**config.mk**
```make
export PLATFORM = sky130hd
export DESIGN_NAME = rtq_table
export DESIGN_NICKNAME = d
export VERILOG_FILES = /design/src/rtq_pkg.sv /design/src/rtq_table.sv
export SDC_FILE = /design/constraint.sdc
export NUM_CORES = 2
export LEC_CHECK = 0
export BUFFER_PORTS_ARGS = -buffer_cell sky130_fd_sc_hd__buf_2
export CAP_MARGIN = 20
export CORE_ASPECT_RATIO = 0.5
export CORE_MARGIN = 5
export CORE_UTILIZATION = 25
export CTS_CLUSTER_SIZE = 28
export DETAILED_ROUTE_END_ITERATION = 8
export GPL_TIMING_DRIVEN = 0
export SLEW_MARGIN = 15
export SYNTH_ARGS = -nofsm -noshare
export SYNTH_HDL_FRONTEND = slang
export SYNTH_MEMORY_MAX_BITS = 65536
export SYNTH_SLANG_ARGS = --single-unit
```
**constraint.sdc**
```tcl
create_clock -name clk -period 18.6 [get_ports clk]
set_input_delay 3.72 -clock clk [delete_from_list [all_inputs] [get_ports clk]]
set_output_delay 3.72 -clock clk [all_outputs]
set_load 0.01 [all_outputs]
```
**src/rtq_pkg.sv**
```systemverilog
// Types and constants for the recurring timer queue.
// No dependencies.
package rtq_pkg;
  localparam int SLOTS = 32;
  localparam int MAX_FIRES = 32;
  localparam int SW = $clog2(SLOTS);
  localparam int FW = $clog2(MAX_FIRES + 1);
  localparam logic [47:0] TIME_MAX = 48'hFFFF_FFFF_FFFF;

  typedef enum logic [1:0] {
    OP_SCHED  = 2'd0,
    OP_FIRE   = 2'd1,
    OP_CANCEL = 2'd2,
    OP_QUERY  = 2'd3
  } op_t;

  typedef enum logic [2:0] {
    ST_IDLE, ST_SCAN, ST_RD, ST_FIRE, ST_EMIT, ST_DONE
  } state_t;

  typedef struct packed {
    logic [1:0]  opcode;
    logic [47:0] now;
    logic [31:0] delay;
    logic signed [15:0] repeat_count;
    logic [15:0] owner;
    logic [15:0] action;
  } in_t;

  typedef struct packed {
    logic        kind;
    logic [15:0] fired_owner;
    logic [15:0] fired_action;
    logic [47:0] fire_time;
    logic signed [15:0] repeats_left;
    logic [5:0]  cancel_count;
    logic        pending;
    logic        full_error;
    logic        last;
  } out_t;

  // One slot entry as held in the table.
  typedef struct packed {
    logic [47:0] deadline;
    logic [31:0] period;
    logic [15:0] repeats;
    logic [15:0] owner;
    logic [15:0] action;
    logic [15:0] stamp;
  } entry_t;

  function automatic logic [47:0] sat_add(input logic [47:0] t, input logic [31:0] d);
    logic [48:0] s;
    s = {1'b0, t} + {17'd0, d};
    return s[48] ? TIME_MAX : s[47:0];
  endfunction
endpackage

```
**src/rtq_table.sv**
```systemverilog
// Slot table memory of the timer queue: one write and one registered read port.
// Depends on rtq_pkg.
module rtq_table (
  input  logic                clk,
  input  logic                we,
  input  logic [rtq_pkg::SW-1:0] waddr,
  input  rtq_pkg::entry_t     wdata,
  input  logic [rtq_pkg::SW-1:0] raddr,
  output rtq_pkg::entry_t     rdata
);
  import rtq_pkg::*;
  entry_t mem [SLOTS];
  always_ff @(posedge clk) begin
    if (we) mem[waddr] <= wdata;
    rdata <= mem[raddr];
  end
endmodule

```
**After elaboration in Yosys (flattened, before gate mapping)**

Memories as Yosys holds them, arrays and structs flattened. A register that Yosys moved wholly into a read port is not among the register bits.
Cells that the tools add are included.

- Register bits: 0
- Input bits: 156
- RAM bits: 4608
- Output and inout bits: 144
- Memories kept: 1
- Logic and storage cells: 3

Memory list:

| name | depth | bits a word | read ports | clocked after Yosys merged registers in | wr ports | RTL line | RTL |
|---|---|---|---|---|---|---|---|
| mem | 32 | 144 | 1 | 1 | 1 | rtq_table.sv:12 | `entry_t mem [SLOTS];` |

- Multiplexer cells: 2

Operators by type and width:

| operator | count |
|---|---|
| 1-bit two-way mux | 2 |

**Depth between registers and ports, before layout**

- Depth in word-level cells: 2
- Gate-level depth with buffers: 9
- Mapped depth without buffers: 4

**Worst setup path before layout**

No wires, ideal clock.

- Path type: in2reg
- From: input waddr[1] (netlist bit)
- To: memory mem[12][0] (netlist bit) (enable)
- Data required time: 17.950 ns
- Cell stages on the path: 3
- Slack: 7.588 ns
- Setup time: 0.650 ns
- Arrival time: 10.363 ns
- Path buffers: 1
- Cell sequence: or3b_2 > clkbuf_1 > nor2_1

RTL lines:

| what | RTL line | RTL |
|---|---|---|
| from (decl) | rtq_table.sv:6 | `input logic [rtq_pkg::SW-1:0] waddr,` |
| to (decl) | rtq_table.sv:12 |  |

No word-level cell before the write port.

==> impl_summary.log <==
INFO  metric cts-resized-gates = 0
INFO  metric max-cap-violations = 0
INFO  metric netlist_area = 0.174 mm^2
INFO  metric routed_wl = 510000 um
INFO  metric leakage_power_of_the_design = roughly 65 nW
INFO  metric cts_root_buffer = clkbuf_16
INFO  metric timing.hold.worst_path_depth = 3
INFO  metric post_synth_main_area_contributors = edfxtp_1 (79%), mux4_2 (14%), o22ai_1 (1.8%)
INFO  metric std_cell_rows = 217
INFO  metric drc_violations_left = 0
INFO  metric status = finished, final reports clean
INFO  metric core_region_area = 0.697 mm^2
INFO  metric regToRegEndpoint = rdata[42]
INFO  metric number_of_drc_markers_in_iteration_0 = between 10000 and 15000
INFO  metric area_growth_syn_to_layout = 20.5%
INFO  metric crit_path_cell_trace = buf_2 -> buf_2 -> or2_2 -> buf_2 -> buf_2 -> clkbuf_1 -> o22ai_1 -> nor4_1
INFO  metric crit_arrival = 7790 ps
INFO  metric insertion_delay = 970 ps
INFO  metric hold_fails_final_rpt = 0
INFO  metric maxSlewHeadroom = between 15 and 20%
INFO  metric fmax = approximately 140 MHz
INFO  metric syn_nets = 7392
INFO  metric cts_max_level = 5
INFO  metric flip_flop_cell_with_the_highest_count_after_synthesis = edfxtp_1
INFO  metric synth_seq_cells = 4752
INFO  metric path_clk_slew = approximately 60 ps
INFO  metric port-buffer-count = a little under 300
INFO  metric drt-wirelength-per-cell = roughly 28 um
INFO  metric critical-path-max-stage-delay = 1050 ps
INFO  metric hold_slack = 689 ps
INFO  metric end_kind = register
INFO  metric slowest_stage = buf_2
INFO  metric vdd.ir_drop.worst = between 0.08 and 0.09 mV
INFO  metric place_congestion = 0.745
INFO  metric cp_data_required_time = 19380 ps
INFO  metric grt_overflow = 0
INFO  metric r2r_slack = 16640 ps
INFO  metric die_w = 1190 um
INFO  metric holdPathEnd = rdata[43]
INFO  metric postSynthCellCount = 7236
INFO  metric ys_types = 26
INFO  metric number_of_global_route_vias_before_repair = 85800
INFO  metric holdBufCountCts = 0
INFO  metric powerDensity = 106 mW/mm^2
INFO  metric setup_violations = 0
INFO  metric proportion_of_layout_cells_with_a_drive_suffix_above_1 = 30.8%
INFO  metric crit_family = buffers and inverters
INFO  metric die_y_extent = 601 um
INFO  metric worst_r2r_startpoint = mem[17][42]
INFO  metric seq_area_frac_synth = 80.9%
INFO  metric wire_length_of_the_first_global_routing_pass = 699000 um
INFO  metric worst_hold_path_type = reg2reg
INFO  metric initial_drt_pass_iterations = 5
INFO  metric tritoncts_clock_tree = yes
INFO  metric final_cell_mix = edfxtp_1 (4608), mux4_2 (1076), o22ai_1 (500)
INFO  metric io_pins = 300
INFO  metric number_of_warnings_printed_during_yosys_synthesis = 0
INFO  metric pin_count_of_the_biggest_net_entering_global_routing = 33
INFO  metric top_fanout_value_on_the_critical_path = 15
INFO  metric detailroute.via_count = 86100
INFO  metric postCtsSetupRepairBufs = 0
INFO  metric worstMarginPinSlew = 1250 ps
INFO  metric mostFrequentLayoutCell = edfxtp_1
INFO  metric clock_skew = 31.2 ps
INFO  metric critical_path_buf_inv_count = 5
INFO  metric final.min_clock_period = 7010 ps
INFO  metric start_kind = input pin
INFO  metric buffer_depth_of_the_longest_clock_path = 4
INFO  metric timing.setup.critical_path_class = in2reg
INFO  metric synthDominantAreaCellType = edfxtp_1
INFO  metric detail-route-antenna-nets = 0
INFO  metric layout.nets = 8488
INFO  metric reg2reg_depth = 3
INFO  metric synth_enable_flop_cells = 4608
INFO  metric cpMostUsedCell = buf_2
INFO  metric cts-buffers-inserted = 457
INFO  metric period_share = 37.7%
INFO  metric fillerInstances = 66400
INFO  metric post_drt_via_cell_ratio = 4.76
INFO  metric all_layer_global_routing_usage = 13.7%
INFO  metric grt_setup_unrepaired = false
INFO  metric start_util = 25.0%
INFO  metric synthArstFlopShare = 0%
INFO  metric min_from = mem[30][43]
INFO  metric grt_antenna_before_repair = about 100
INFO  metric slew_viol_final = 0
INFO  metric dieArea = between 0.7 and 0.8 mm^2
INFO  metric clock-sinks = 4752
INFO  metric dp_hpwl = between 300000 and 400000 um
INFO  metric synthesized_area_per_cell = ~24 um^2
INFO  metric synth.top_cell.area_share = 79.3%
INFO  metric setup_tns = 0 ps
==> worst register-to-register path, stage by stage (launching register included) <==
cell and delay [ps]:
edfxtp_1 330, mux4_2 240, o22ai_1 110, nor4_1 1050
==> worst max path at each step <==
stage,from,end,slack (ps),cells past startpoint
after floorplan,waddr[1],mem[12][0],7590,3
after global routing,raddr[4],rdata[122],11680,8
after CTS,raddr[4],rdata[90],11660,8
after global placement,waddr[3],mem[18][123],-2740,3
after detailed placement,raddr[4],rdata[90],10630,8
final,raddr[4],rdata[122],11590,8
==> synthesized netlist by cell type, types with 2 or more instances <==
master       n
or3_1        2
nand2_1      4
nor2b_1      3
or3b_2       4
nand4_1     19
nand3b_1     6
clkbuf_1   117
buf_6       10
nand3_1     41
buf_2      151
mux2i_1    152
mux4_2    1076
o22ai_1    500
nor2_1      36
nor4_1     125
buf_1       27
buf_4       91
edfxtp_1  4608
a22oi_1    114
dfxtp_1    144
==> layout make-up <==
class / count / area, um^2 / share of cell area (%)
Tap cell: 9307 / 11600 / 5.54
Clock inverter: 234 / 2240 / 1.06
Sequential cell: 4752 / 141000 / 67.2
Buffer: 396 / 2120 / 1.01
Timing Repair Buffer: 637 / 8900 / 4.23
Clock buffer: 617 / 12500 / 5.97
Antenna cell: 57 / 143 / 0.0678
Multi-Input combinational cell: 2088 / 31400 / 14.9
==> stage by stage <==
stage          util [%]  instance area [um^2]  std cells  worst slack (ps)  power, mW
2_1_floorplan         -                175000       7236              7590       12.7
3_3_place_gp       26.9                188000      16800             -2740       13.3
3_5_place_dp       28.0                195000      17200             10630       13.3
4_1_cts            30.1                210000      18000             11660       22.4
5_1_grt            30.1                210000      18100             11680       22.9
6_report           30.2                210000      18100             11590       22.3
==> registers in the layout, summed over array words and instances (netlist names) <==
name,cells
rdata,144
mem,4608
==> logic make-up after synthesis <==
kind of cell / share of synthesized area [%]
and+or+nand+nor: 0.810
AOI/OAI and AO/OA: 2.28
DFF: 80.9
buffers and inverters: 1.20
muxes: 14.8
==> routing by layer <==
metal	vias to the layer above	track usage, %	part of all wire, %
met1	46400	16.5	36
met4	6	6.54	5.2
met2	4796	23.9	51
met3	1034	2.27	8.1
met5	-	0	0.0067
li1	33800	-	-
==> report_power, final <==
part	internal, mW	switching (mW)
Sequential	11.9	0.0818
Clock	5.26	3.93
Combinational	0.397	0.697
(Power assumes the default switching activity.)
